$ cat config.mk
export PLATFORM = sky130hd
export DESIGN_NAME = line_substring_search_unit
export DESIGN_NICKNAME = d
export VERILOG_FILES = /design/src/hw/rtl/lss_pkg.sv /design/src/hw/rtl/lss_cell.sv /design/src/hw/rtl/lss_result_fifo.sv /design/src/hw/rtl/line_substring_search_unit.sv
export SDC_FILE = /design/constraint.sdc
export NUM_CORES = 2
export LEC_CHECK = 0
export BUFFER_PORTS_ARGS = -buffer_cell sky130_fd_sc_hd__buf_2
export CORE_MARGIN = 1.5
export CORE_UTILIZATION = 51
export CTS_CLUSTER_SIZE = 14
export DETAILED_ROUTE_END_ITERATION = 16
export PLACE_DENSITY = 0.68
export SLEW_MARGIN = 20
export SYNTH_ARGS = -nofsm -noshare
export SYNTH_HDL_FRONTEND = slang
export SYNTH_SLANG_ARGS = --single-unit
export TNS_END_PERCENT = 100
$ cat constraint.sdc
create_clock -name aclk -period 6.29 [get_ports aclk]
set_clock_uncertainty 0.05 [all_clocks]
set_input_delay 0 -clock aclk [delete_from_list [all_inputs] [get_ports aclk]]
set_output_delay 0 -clock aclk [all_outputs]
set_load 0.01 [all_outputs]
$ cat src/hw/rtl/lss_pkg.sv
// Shared types, codes and helpers for the line substring search unit.
package lss_pkg;

    // Input word action codes
    localparam logic [1:0] ACT_LOAD = 2'd0;
    localparam logic [1:0] ACT_TEXT = 2'd1;
    localparam logic [1:0] ACT_EOF  = 2'd2;

    // Result word kinds
    localparam logic KIND_LINE    = 1'b0;
    localparam logic KIND_SUMMARY = 1'b1;

    // Register select (paddr[2])
    localparam logic REG_PATTERN_LENGTH   = 1'b0;
    localparam logic REG_CASE_INSENSITIVE = 1'b1;

    // Characters
    localparam logic [7:0] CHAR_LF      = 8'h0A;
    localparam logic [7:0] CHAR_CR      = 8'h0D;
    localparam logic [7:0] CHAR_UPPER_A = 8'h41;
    localparam logic [7:0] CHAR_UPPER_Z = 8'h5A;
    localparam logic [7:0] CASE_OFFSET  = 8'd32;

    localparam logic [23:0] COUNT_MAX = 24'hFFFFFF;

    // Result queue
    localparam int FIFO_DEPTH = 4;
    localparam int FIFO_AW    = 2;
    localparam int FIFO_CW    = 3;

    typedef struct packed {
        logic        kind;
        logic [23:0] line_number;
        logic [7:0]  line_length;
        logic [23:0] hit_count;
        logic        last;
    } result_t;

    // Per-cycle control broadcast along the cell chain
    typedef struct packed {
        logic shift;
        logic clear;
        logic fold;
    } cell_ctrl_t;

    function automatic logic [7:0] fold_byte(input logic [7:0] c, input logic fold);
        if (fold && c >= CHAR_UPPER_A && c <= CHAR_UPPER_Z) begin
            return c + CASE_OFFSET;
        end
        return c;
    endfunction

endpackage

$ cat src/hw/rtl/lss_cell.sv
// One pattern position: holds a pattern byte and its partial-match bit.
module lss_cell (
    input  logic               aclk,
    input  logic               aresetn,
    input  lss_pkg::cell_ctrl_t ctrl,
    input  logic [7:0]         text_folded,
    input  logic               wr_en,
    input  logic [7:0]         wr_data,
    input  logic               prev_match,
    output logic               match,
    output logic               match_next
);
    import lss_pkg::*;

    logic [7:0] pattern_reg;
    logic       match_reg;

    // shift-and step: extend the neighbor's partial match by this byte
    assign match_next = prev_match && (fold_byte(pattern_reg, ctrl.fold) == text_folded);
    assign match      = match_reg;

    always_ff @(posedge aclk) begin
        if (wr_en) begin
            pattern_reg <= wr_data;
        end
    end

    always_ff @(posedge aclk) begin
        if (!aresetn) begin
            match_reg <= 1'b0;
        end else if (ctrl.clear) begin
            match_reg <= 1'b0;
        end else if (ctrl.shift) begin
            match_reg <= match_next;
        end
    end

endmodule

$ cat src/hw/rtl/lss_result_fifo.sv
// Small result queue taking up to two words per cycle, one out per cycle.
module lss_result_fifo (
    input  logic             aclk,
    input  logic             aresetn,
    input  logic [1:0]       push_cnt,
    input  lss_pkg::result_t push_a,
    input  lss_pkg::result_t push_b,
    output logic             room2,
    output logic             out_valid,
    input  logic             out_ready,
    output lss_pkg::result_t out_word
);
    import lss_pkg::*;

    result_t              mem_reg [FIFO_DEPTH];
    logic [FIFO_AW-1:0]   wr_ptr_reg, wr_ptr_next;
    logic [FIFO_AW-1:0]   rd_ptr_reg, rd_ptr_next;
    logic [FIFO_CW-1:0]   count_reg, count_next;
    logic                 pop;

    assign out_valid = (count_reg != '0);
    assign out_word  = mem_reg[rd_ptr_reg];
    assign room2     = (count_reg <= FIFO_CW'(FIFO_DEPTH - 2));
    assign pop       = out_valid && out_ready;

    always_comb begin
        wr_ptr_next = wr_ptr_reg + FIFO_AW'(push_cnt);
        rd_ptr_next = rd_ptr_reg + FIFO_AW'(pop);
        count_next  = count_reg + FIFO_CW'(push_cnt) - FIFO_CW'(pop);
    end

    always_ff @(posedge aclk) begin
        if (push_cnt != 2'd0) begin
            mem_reg[wr_ptr_reg] <= push_a;
        end
        if (push_cnt == 2'd2) begin
            mem_reg[wr_ptr_reg + FIFO_AW'(1)] <= push_b;
        end
    end

    always_ff @(posedge aclk) begin
        if (!aresetn) begin
            wr_ptr_reg <= '0;
            rd_ptr_reg <= '0;
            count_reg  <= '0;
        end else begin
            wr_ptr_reg <= wr_ptr_next;
            rd_ptr_reg <= rd_ptr_next;
            count_reg  <= count_next;
        end
    end

endmodule

$ cat src/hw/rtl/line_substring_search_unit.sv
// Top level: line-oriented substring search over a byte stream.
//
// Usage:
//   s_ channel takes one word per cycle while s_ready is high: action 0
//   loads pattern byte s_byte_value at s_pattern_index, action 1 feeds a
//   text byte, action 2 marks end of file. Action 3 is dropped.
//   m_ channel returns result words: a line report (kind 0) for every line
//   that contains the pattern, and a summary (kind 1) with the hit count at
//   end of file. m_last flags the final word caused by one input word.
//   The APB port holds pattern_length (0x0) and case_insensitive (0x4);
//   write them only while the block is idle.
// Throughput: one input word per cycle while s_ready is high. The
//   shift-and chain of cells updates all pattern positions in parallel
//   for each text byte, so a text byte never waits on the pattern length.
// Results: a result word is registered into the queue when the closing
//   input word is accepted and reaches m_ after the words ahead of it.
// Stall: results go to a four-word queue; s_ready drops while fewer than two
//   slots are free, since one word can cause two results.
// Reset: clears counters, partial matches, queue and registers. The pattern
//   bytes are not cleared and must be loaded before use.
module line_substring_search_unit #(
    parameter int LINE_MAX    = 256,
    parameter int PATTERN_MAX = 64
) (
    input  logic        aclk,
    input  logic        aresetn,
    // input words
    input  logic        s_valid,
    output logic        s_ready,
    input  logic [1:0]  s_action,
    input  logic [5:0]  s_pattern_index,
    input  logic [7:0]  s_byte_value,
    // result words
    output logic        m_valid,
    input  logic        m_ready,
    output logic        m_kind,
    output logic [23:0] m_line_number,
    output logic [7:0]  m_line_length,
    output logic [23:0] m_hit_count,
    output logic        m_last,
    // configuration
    input  logic        psel,
    input  logic        penable,
    input  logic        pwrite,
    input  logic [2:0]  paddr,
    input  logic [31:0] pwdata,
    output logic [31:0] prdata,
    output logic        pready
);
    import lss_pkg::*;

    localparam int CW = $clog2(LINE_MAX);
    localparam int UW = $clog2(PATTERN_MAX + 1);

    // ---------------- configuration ----------------
    logic [6:0] cfg_plen_reg;
    logic       cfg_ci_reg;
    logic       cfg_wr;

    assign pready = 1'b1;
    assign cfg_wr = psel && penable && pwrite;

    always_ff @(posedge aclk) begin
        if (!aresetn) begin
            cfg_plen_reg <= '0;
            cfg_ci_reg   <= 1'b0;
        end else if (cfg_wr) begin
            unique case (paddr[2])
                REG_PATTERN_LENGTH:   cfg_plen_reg <= pwdata[6:0];
                REG_CASE_INSENSITIVE: cfg_ci_reg   <= pwdata[0];
                default: ;
            endcase
        end
    end

    always_comb begin
        unique case (paddr[2])
            REG_PATTERN_LENGTH:   prdata = {25'd0, cfg_plen_reg};
            REG_CASE_INSENSITIVE: prdata = {31'd0, cfg_ci_reg};
            default:              prdata = '0;
        endcase
    end

    // pattern length clamped to the chain length
    logic [UW-1:0] used_len;
    always_comb begin
        if (int'(cfg_plen_reg) > PATTERN_MAX) begin
            used_len = UW'(PATTERN_MAX);
        end else begin
            used_len = UW'(cfg_plen_reg);
        end
    end

    // ---------------- input decode ----------------
    logic s_fire, is_load, is_text, is_eof, is_lf, is_cr, do_shift;
    logic [7:0] text_folded;

    assign s_fire   = s_valid && s_ready;
    assign is_load  = s_fire && (s_action == ACT_LOAD);
    assign is_text  = s_fire && (s_action == ACT_TEXT);
    assign is_eof   = s_fire && (s_action == ACT_EOF);
    assign is_lf    = (s_byte_value == CHAR_LF);
    assign is_cr    = (s_byte_value == CHAR_CR);
    assign do_shift = is_text && !is_lf && !is_cr;
    assign text_folded = fold_byte(s_byte_value, cfg_ci_reg);

    // ---------------- cell chain ----------------
    cell_ctrl_t             cell_ctrl;
    logic [PATTERN_MAX-1:0] match, match_next, prev_match, tail;
    logic                   close_now;

    assign cell_ctrl.shift = do_shift;
    assign cell_ctrl.clear = close_now || is_eof;
    assign cell_ctrl.fold  = cfg_ci_reg;

    for (genvar j = 0; j < PATTERN_MAX; j++) begin : g_cell
        if (j == 0) begin : g_head
            assign prev_match[j] = 1'b1;
        end else begin : g_link
            assign prev_match[j] = match[j-1];
        end
        // this cell ends the pattern in use
        assign tail[j] = (used_len == UW'(j + 1));

        lss_cell u_cell (
            .aclk        (aclk),
            .aresetn     (aresetn),
            .ctrl        (cell_ctrl),
            .text_folded (text_folded),
            .wr_en       (is_load && (int'(s_pattern_index) == j)),
            .wr_data     (s_byte_value),
            .prev_match  (prev_match[j]),
            .match       (match[j]),
            .match_next  (match_next[j])
        );
    end

    // ---------------- line tracking ----------------
    logic [CW-1:0] column_reg, column_next, col_inc;
    logic          line_hit_reg, line_hit_next;
    logic          line_open_reg, line_open_next;
    logic [23:0]   line_count_reg, line_count_next, lc_inc;
    logic [23:0]   hits_reg, hits_next, hits_inc;
    logic          byte_hit, hit_now, line_full, report;
    logic [CW-1:0] len_out;

    assign byte_hit  = |(match_next & tail);
    assign col_inc   = column_reg + CW'(1);
    assign line_full = do_shift && (col_inc == CW'(LINE_MAX - 1));
    assign close_now = (is_text && is_lf) || line_full || (is_eof && line_open_reg);
    assign hit_now   = line_hit_reg || (do_shift && byte_hit);
    // empty pattern matches every line
    assign report    = close_now && (hit_now || (used_len == '0));
    assign lc_inc    = (line_count_reg == COUNT_MAX) ? COUNT_MAX : line_count_reg + 24'd1;
    assign hits_inc  = (report && hits_reg != COUNT_MAX) ? hits_reg + 24'd1 : hits_reg;
    assign len_out   = do_shift ? col_inc : column_reg;

    always_comb begin
        column_next     = column_reg;
        line_hit_next   = line_hit_reg;
        line_open_next  = line_open_reg;
        line_count_next = line_count_reg;
        hits_next       = hits_reg;
        if (do_shift) begin
            column_next   = col_inc;
            line_hit_next = hit_now;
        end
        if (is_text) begin
            line_open_next = 1'b1;   // CR opens a line too
        end
        if (close_now) begin
            line_count_next = lc_inc;
            hits_next       = hits_inc;
            column_next     = '0;
            line_hit_next   = 1'b0;
            line_open_next  = 1'b0;
        end
        if (is_eof) begin
            line_count_next = '0;
            hits_next       = '0;
            column_next     = '0;
            line_hit_next   = 1'b0;
            line_open_next  = 1'b0;
        end
    end

    always_ff @(posedge aclk) begin
        if (!aresetn) begin
            column_reg     <= '0;
            line_hit_reg   <= 1'b0;
            line_open_reg  <= 1'b0;
            line_count_reg <= '0;
            hits_reg       <= '0;
        end else begin
            column_reg     <= column_next;
            line_hit_reg   <= line_hit_next;
            line_open_reg  <= line_open_next;
            line_count_reg <= line_count_next;
            hits_reg       <= hits_next;
        end
    end

    // ---------------- result words ----------------
    result_t    word_report, word_summary, push_a, push_b, out_word;
    logic [1:0] push_cnt;
    logic       room2;

    always_comb begin
        word_report.kind         = KIND_LINE;
        word_report.line_number  = lc_inc;
        word_report.line_length  = 8'(len_out);
        word_report.hit_count    = '0;
        word_report.last         = !is_eof;   // summary follows at end of file

        word_summary.kind        = KIND_SUMMARY;
        word_summary.line_number = '0;
        word_summary.line_length = '0;
        word_summary.hit_count   = hits_inc;
        word_summary.last        = 1'b1;

        push_b   = word_summary;
        push_a   = word_report;
        push_cnt = 2'd0;
        priority if (report && is_eof) begin
            push_cnt = 2'd2;
        end else if (report) begin
            push_cnt = 2'd1;
        end else if (is_eof) begin
            push_a   = word_summary;
            push_cnt = 2'd1;
        end
    end

    lss_result_fifo u_fifo (
        .aclk      (aclk),
        .aresetn   (aresetn),
        .push_cnt  (push_cnt),
        .push_a    (push_a),
        .push_b    (push_b),
        .room2     (room2),
        .out_valid (m_valid),
        .out_ready (m_ready),
        .out_word  (out_word)
    );

    assign s_ready       = room2;
    assign m_kind        = out_word.kind;
    assign m_line_number = out_word.line_number;
    assign m_line_length = out_word.line_length;
    assign m_hit_count   = out_word.hit_count;
    assign m_last        = out_word.last;

endmodule
Word level (Yosys, flattened, before mapping):

Memories as Yosys holds them, arrays and structs flattened. A register that Yosys moved wholly into a read port is not among the register bits.
Index checks and enable logic that the tools add are counted.

* bitwise gates (word level): 3
* reduce and logical (&&, ||, !) cells: 292
* equal/unequal tests: 199
* muxes and demuxes: 211
* $add $sub $neg: 73
* $lt $le $gt $ge: 132

Operators with widths (number)
* $mux W8: 131
* $add A8 B6 Y8 const B: 65
* $ge A8 B7 Y1 const B: 65
* $le A8 B7 Y1 const B: 65
* $eq A8 B8 Y1: 64
* $logic_and A1 B1 Y1: 273
* $eq A7 B6 Y1 const B: 32
* $eq A6 B6 Y1 const B: 32
* $mux W58: 3
* $eq A7 B5 Y1 const B: 16
* $eq A6 B5 Y1 const B: 16
* $mux W1: 71
* $and A64 B64 Y64: 1
* $pmux W32 S2: 1
* $reduce_or A64 Y1: 1
* $eq A7 B4 Y1 const B: 8
* $add A24 B1 Y24 const B: 2
* $eq A6 B4 Y1 const B: 8
* $mux W24: 2
* $eq A7 B3 Y1 const B: 4
* $eq A24 B24 Y1 const B: 1
* $eq A6 B3 Y1 const B: 4
* $ne A24 B24 Y1 const B: 1
* $eq A8 B4 Y1 const B: 2
* 29 further kinds: 42

* memories kept: 1
* flip-flop bits (word level): 648
* RAM bits: 232
* output and inout bits: 93

Memory list
* u_fifo.mem_reg: depth 4, bits a word 58, read ports 1, clocked after memory_dff 1, wr ports 2, RTL line lss_result_fifo.sv:15 `result_t mem_reg [FIFO_DEPTH];`

Logic depth before layout (Yosys ltp):

* depth in word-level cells: 18
* mapped depth: 25
* mapped depth without buffers: 20

Modules after synthesis:

A second synthesis with hierarchy kept.

* cells, all modules: 4073
* area total of the unflattened synthesis: 48525.3 um^2

Modules (own cells, without submodules)
* lss_cell: times used 64, seq. area each 260.2 um^2, cells each 42, area an instance 490.5 um^2
* lss_result_fifo: times used 1, seq. area each 7106.8 um^2, cells each 607, area an instance 11637.4 um^2
* line_substring_search_unit: times used 1, seq. area each 1321.3 um^2, cells each 778, area an instance 5497.8 um^2

Least setup slack after synthesis:

Ideal clock, no wire load.

* path kind: flip-flop to flip-flop
* start: register g_cell[2].u_cell.pattern_reg[0]
* end: memory u_fifo.mem_reg[0][10] in the netlist's numbering (enable)
* cell stages (with the launch flop): 21
* required time: 5880 ps
* buffers on the path: 4
* data arrival time: 4893 ps
* setup time: 360 ps
* period minus slack after synthesis: 5303 ps
* slack: 987 ps
* path through: edfxtp_1 > or4_1 > o221a_2 > a31oi_1 > xnor2_1 > nor4_1 > a222oi_1 > o2111ai_1 > o41a_1 > o41ai_2 > a21o_1 > buf_6 > buf_12 > buf_6 > ha_1 > inv_1 > nand2_1 > nor2_1 > a21oi_1 > clkbuf_1 > inv_1

RTL lines
* start, declared: RTL line lss_cell.sv:15 `logic [7:0] pattern_reg;`
* start signal, assigned: RTL line lss_cell.sv:24 `pattern_reg <= wr_data;`
* end, declared: RTL line lss_result_fifo.sv:15

Worst setup path after layout:

* start: register cfg_ci_reg
* end: register u_fifo.count_reg[2]

* word-level cells in the longest chain between the ends: 16
* elaborated cells on any way between the ends: 398
* classes of those cells: add/sub (2); eq/ne (64); mux (132); bitwise (1); reduce/logical (199)

Ends and longest elaborated chain
* start, declared: RTL line line_substring_search_unit.sv:57 `logic cfg_ci_reg;`
* start signal, assigned: RTL line line_substring_search_unit.sv:70 `REG_CASE_INSENSITIVE: cfg_ci_reg <= pwdata[0];`
* $logic_and A1 B1 Y1 (2 in a row): RTL line lss_pkg.sv:47 `if (fold && c >= CHAR_UPPER_A && c <= CHAR_UPPER_Z) begin`
* $mux W1: RTL line lss_pkg.sv:47
* $mux W8: RTL line lss_pkg.sv:50 `return c;`
* $eq A8 B8 Y1: RTL line lss_cell.sv:19 `assign match_next = prev_match && (fold_byte(pattern_reg, ctrl.fold) == text_folded);`
* $logic_and A1 B1 Y1: RTL line lss_cell.sv:19
* $and A64 B64 Y64 (*): RTL line line_substring_search_unit.sv:147 `assign byte_hit = |(match_next & tail);`
* $reduce_or A64 Y1 (*): RTL line line_substring_search_unit.sv:147
* $logic_and A1 B1 Y1 (*): RTL line line_substring_search_unit.sv:151 `assign hit_now = line_hit_reg || (do_shift && byte_hit);`
* $logic_or A1 B1 Y1 (*): RTL line line_substring_search_unit.sv:151
* $logic_or A1 B1 Y1 (*): RTL line line_substring_search_unit.sv:153 `assign report = close_now && (hit_now || (used_len == '0));`
* $logic_and A1 B1 Y1 (*): RTL line line_substring_search_unit.sv:153
* $mux W1 / $logic_and A1 B1 Y1 (equally long branches): RTL line line_substring_search_unit.sv:226, line_substring_search_unit.sv:224
* $mux W2 (*): RTL line line_substring_search_unit.sv:224 `priority if (report && is_eof) begin`
* $add A3 B2 Y3 (*): RTL line lss_result_fifo.sv:29 `count_next = count_reg + FIFO_CW'(push_cnt) - FIFO_CW'(pop);`
* $sub A3 B1 Y3 (*): RTL line lss_result_fifo.sv:29
* end signal, assigned: RTL line lss_result_fifo.sv:49 `count_reg <= count_next;`
* end, declared: RTL line lss_result_fifo.sv:18 `logic [FIFO_CW-1:0] count_reg, count_next;`

Mark *: on every way between the ends. The rest lies on a longest branch, timed or not.
A chain may end at the register's enable or synchronous reset.

==> results.yml <==
run_status:
  status: "finished, final reports clean"
floorplanning:
  core-area_mm2: 0.08501
  start_util_pct: 51.40
  dieArea_mm2: 0.08744
  die_h_um: 295.7
  num_io_pins: 151
  num_rows: 107
  die_width_um: 295.7
clock_network:
  htreeDepth: 3
  clockBufferDepth: 3
  cts-buffers-inserted: 93
  clk_pin_slew_ns: 0.06
  cts_tree: "yes"
  cts_setup_buffers: 0
  cts_root_buf: "clkbuf_16"
  cts_sinks: 880
  insertion_delay_ns: 0.68
worst_setup_path:
  cp.required_ns: 6.79
  endpoint_kind: "flop"
  r2r-start: "cfg_ci_reg"
  arrival_ns: 6.48
  crit_start: "cfg_ci_reg"
  critical_path_class: "reg2reg"
  critPathMaxFanout: 55
  start_kind: "flop"
timing:
  worst-slew-pin-transition_ns: 1.195
  hold_violations: 0
  period_share_pct: 95.17
  slew_headroom_pct: 19.73
  finalSetupTns_ns: 0
  min_period_ns: 5.986
  max_freq_mhz: 167.0
  rsz0062_at_grt: "no"
  setup_viol: 0
  timing.final.ws_setup_ns: 0.3035
  drv_slew: 0
route:
  viasPerCell: 5.938
  dr.pass1.iters: 6
  vias: 30970
  drt-total-wl_um: 110900
  wl_met2_um: 53760
  wl_per_cell_um: 21.25
  wl_met3_um: 6825
  maxUsedRoutingLayer: "met5"
  met1Wirelength_um: 46430
  drc: 0
  drt_iter0_drc: 2338
  ant_nets: 0
min_path:
  min_from: "s_action[0]"
  worstHoldPathType: "in2reg"
job:
  drv_cap: 0
final_layout:
  n_fill_cell: 7057
  nets: 4126
  drive_above_1_share_pct: 11.16
  area_growth_pct: 11.59
  largest_register_ffs: 512
pwr:
  total_power_mw: 12.86
  p_clk_share_pct: 42.2
  intPower_mw: 9.804
  seqPwrFrac_pct: 49.3
  irDropWorstVdd_mv: 0.3070
  power_leakage_nw: 16.74
  powerDensity_mw_per_mm2: 263.8
  p_sw_mw: 3.058
  swShare_pct: 23.78
  comb_power_share_pct: 8.4
place:
  hpwl_um: 69860
  dp_slack_ns: 0.2826
  gp_congestion: 0.8885
  portBuffers: 97
logic_synthesis:
  synthTopCellsByArea: "edfxtp_1 (42%), dfxtp_1 (12%), xor2_1 (7.3%)"
  synth_cell_type_count: 93
  syn-cell-area_mm2: 0.04369
  synth-seq-cells: 880
  synth-edff-count: 608
  yosys.area.top_type: "edfxtp_1"
  yosysMostFrequentCell: "edfxtp_1"
  synth_top_cell_area_share_pct: 41.78
  yosysSeqAreaShare_pct: 54.25
  synthTopCellsByCount: "edfxtp_1 (608), xor2_1 (366), nand2_1 (290)"
  async_flop_share_pct: 0
  syn-instance-count: 3873
  synthFlopType: "edfxtp_1"
  syn-mean-instance-area_um2: 11.28
  synth_warnings: 0
global_routing:
  grt_antenna_before_repair: 3
  grtUsageTotal_pct: 25.39
  grt_max_degree: 114
  grt_overflow: 0
  grt_pass1_vias: 30170
  grt_pass1_wl_um: 170100
-- through the flow --
stage	utilization (%)	hold slack (ns)	instances	instance area, um2
final	57.35	0.01973	5216	48760
after global routing	57.35	0.06096	5214	48750
after CTS	57.33	0.002758	5213	48740
after detailed placement	53.34	0.2079	5004	45350
after global placement	53.34	0.2081	5004	45350
after floorplan	-	0.04887	3897	43780
-- per-layer routing --
metal	up-vias	track usage [%]
li1	14600	-
met2	947	43.58
met1	15210	32.81
met5	-	0
met3	215	3.320
met4	4	9.418
-- placed cells by master, fill, tap and decap left out, types with 21 or more instances in the layout --
cell type / Yosys / routed
edfxtp_1: 608 / 608
xor2_1: 366 / 366
nand2_1: 290 / 289
nor2_1: 274 / 273
dfxtp_1: 272 / 269
a21oi_1: 252 / 251
xnor2_1: 173 / 173
inv_1: 145 / 143
nand3_1: 119 / 119
nor3_1: 95 / 94
clkbuf_16: 0 / 94
buf_2: 51 / 89
nor4_1: 87 / 87
o21ai_0: 84 / 84
nand4_1: 83 / 83
ha_1: 78 / 78
a22o_1: 76 / 76
a31oi_1: 59 / 59
mux4_2: 58 / 58
buf_4: 32 / 53
or4_1: 48 / 48
and3_1: 41 / 41
or3_1: 37 / 37
o41ai_1: 37 / 37
dlygate4sd3_1: 0 / 34
a41oi_1: 33 / 33
nor3b_1: 32 / 32
a21o_1: 32 / 31
conb_1: 2 / 26
clkinv_2: 0 / 24
nor2b_1: 22 / 22
o31ai_1: 22 / 22
clkbuf_1: 77 / 22
and2_1: 21 / 21
a21oi_2: 20 / 21
-- final timing paths --
path              depth (start not counted)                    end  slack (ns)
setup / recovery                         21    u_fifo.count_reg[2]        0.30
hold / removal                            4          column_reg[1]        0.02
setup reg to reg                         21    u_fifo.count_reg[2]        0.30
hold reg to reg                           2  u_fifo.mem_reg[2][34]        0.40
-- worst max-delay path: stages (launching register included) --
cell and delay [ns]:
dfxtp_2 0.36, buf_4 0.30, inv_2 0.19, buf_4 0.28
a21oi_1 0.24, a41oi_1 0.16, xor2_1 0.16, nand4_1 0.18
o22ai_1 0.12, o41ai_1 0.60, buf_4 0.23, nand4_1 0.20
o41ai_2 0.64, a21o_2 0.26, buf_4 0.58, ha_1 0.22
inv_1 0.05, ha_1 0.20, fa_1 0.37, xnor2_1 0.21
xnor2_1 0.08, and2_1 0.15
-- area by class of cell --
| class | count | area, um2 | area share [%] |
|---|---|---|---|
| Sequential cell | 880 | 23710 | 48.63 |
| Timing Repair Buffer | 194 | 1500 | 3.077 |
| Inverter | 148 | 563.0 | 1.155 |
| Antenna cell | 3 | 7.507 | 0.01540 |
| Clock inverter | 46 | 437.9 | 0.8982 |
| Clock buffer | 129 | 2614 | 5.361 |
| Multi-Input combinational cell | 2672 | 18490 | 37.93 |
| Tap cell | 1144 | 1431 | 2.936 |
-- cells by family (layout without fill, tap and decap cells) --
group,after synthesis,after routing,synth area share [%]
other cells,2,29,0.01719
compound gates,777,777,12.25
flops,880,880,54.25
fa+ha+maj,79,79,2.279
simple gates,1188,1188,13.54
xor+xnor,539,539,10.80
mux,63,63,3.107
buf+inv,345,517,3.754
-- power by group through the flow --
stage               clock [mW]  sequential (mW)  combinational (mW)
detailed placement           0             6.47                1.08
floorplan                    0             6.38               0.770
CTS                       5.51             6.35                1.09
finish                    5.43             6.35                1.08
global route              5.73             6.36                1.18
global placement             0             6.47                1.07
-- timing repair --
item	4_1_cts	5_1_grt
endpoints found under the setup margin	0	48
hold buffers	34	0
resized for setup	0	2
endpoints found under the hold margin	220	0
Note: power is estimated with default switching activity, not from simulation.
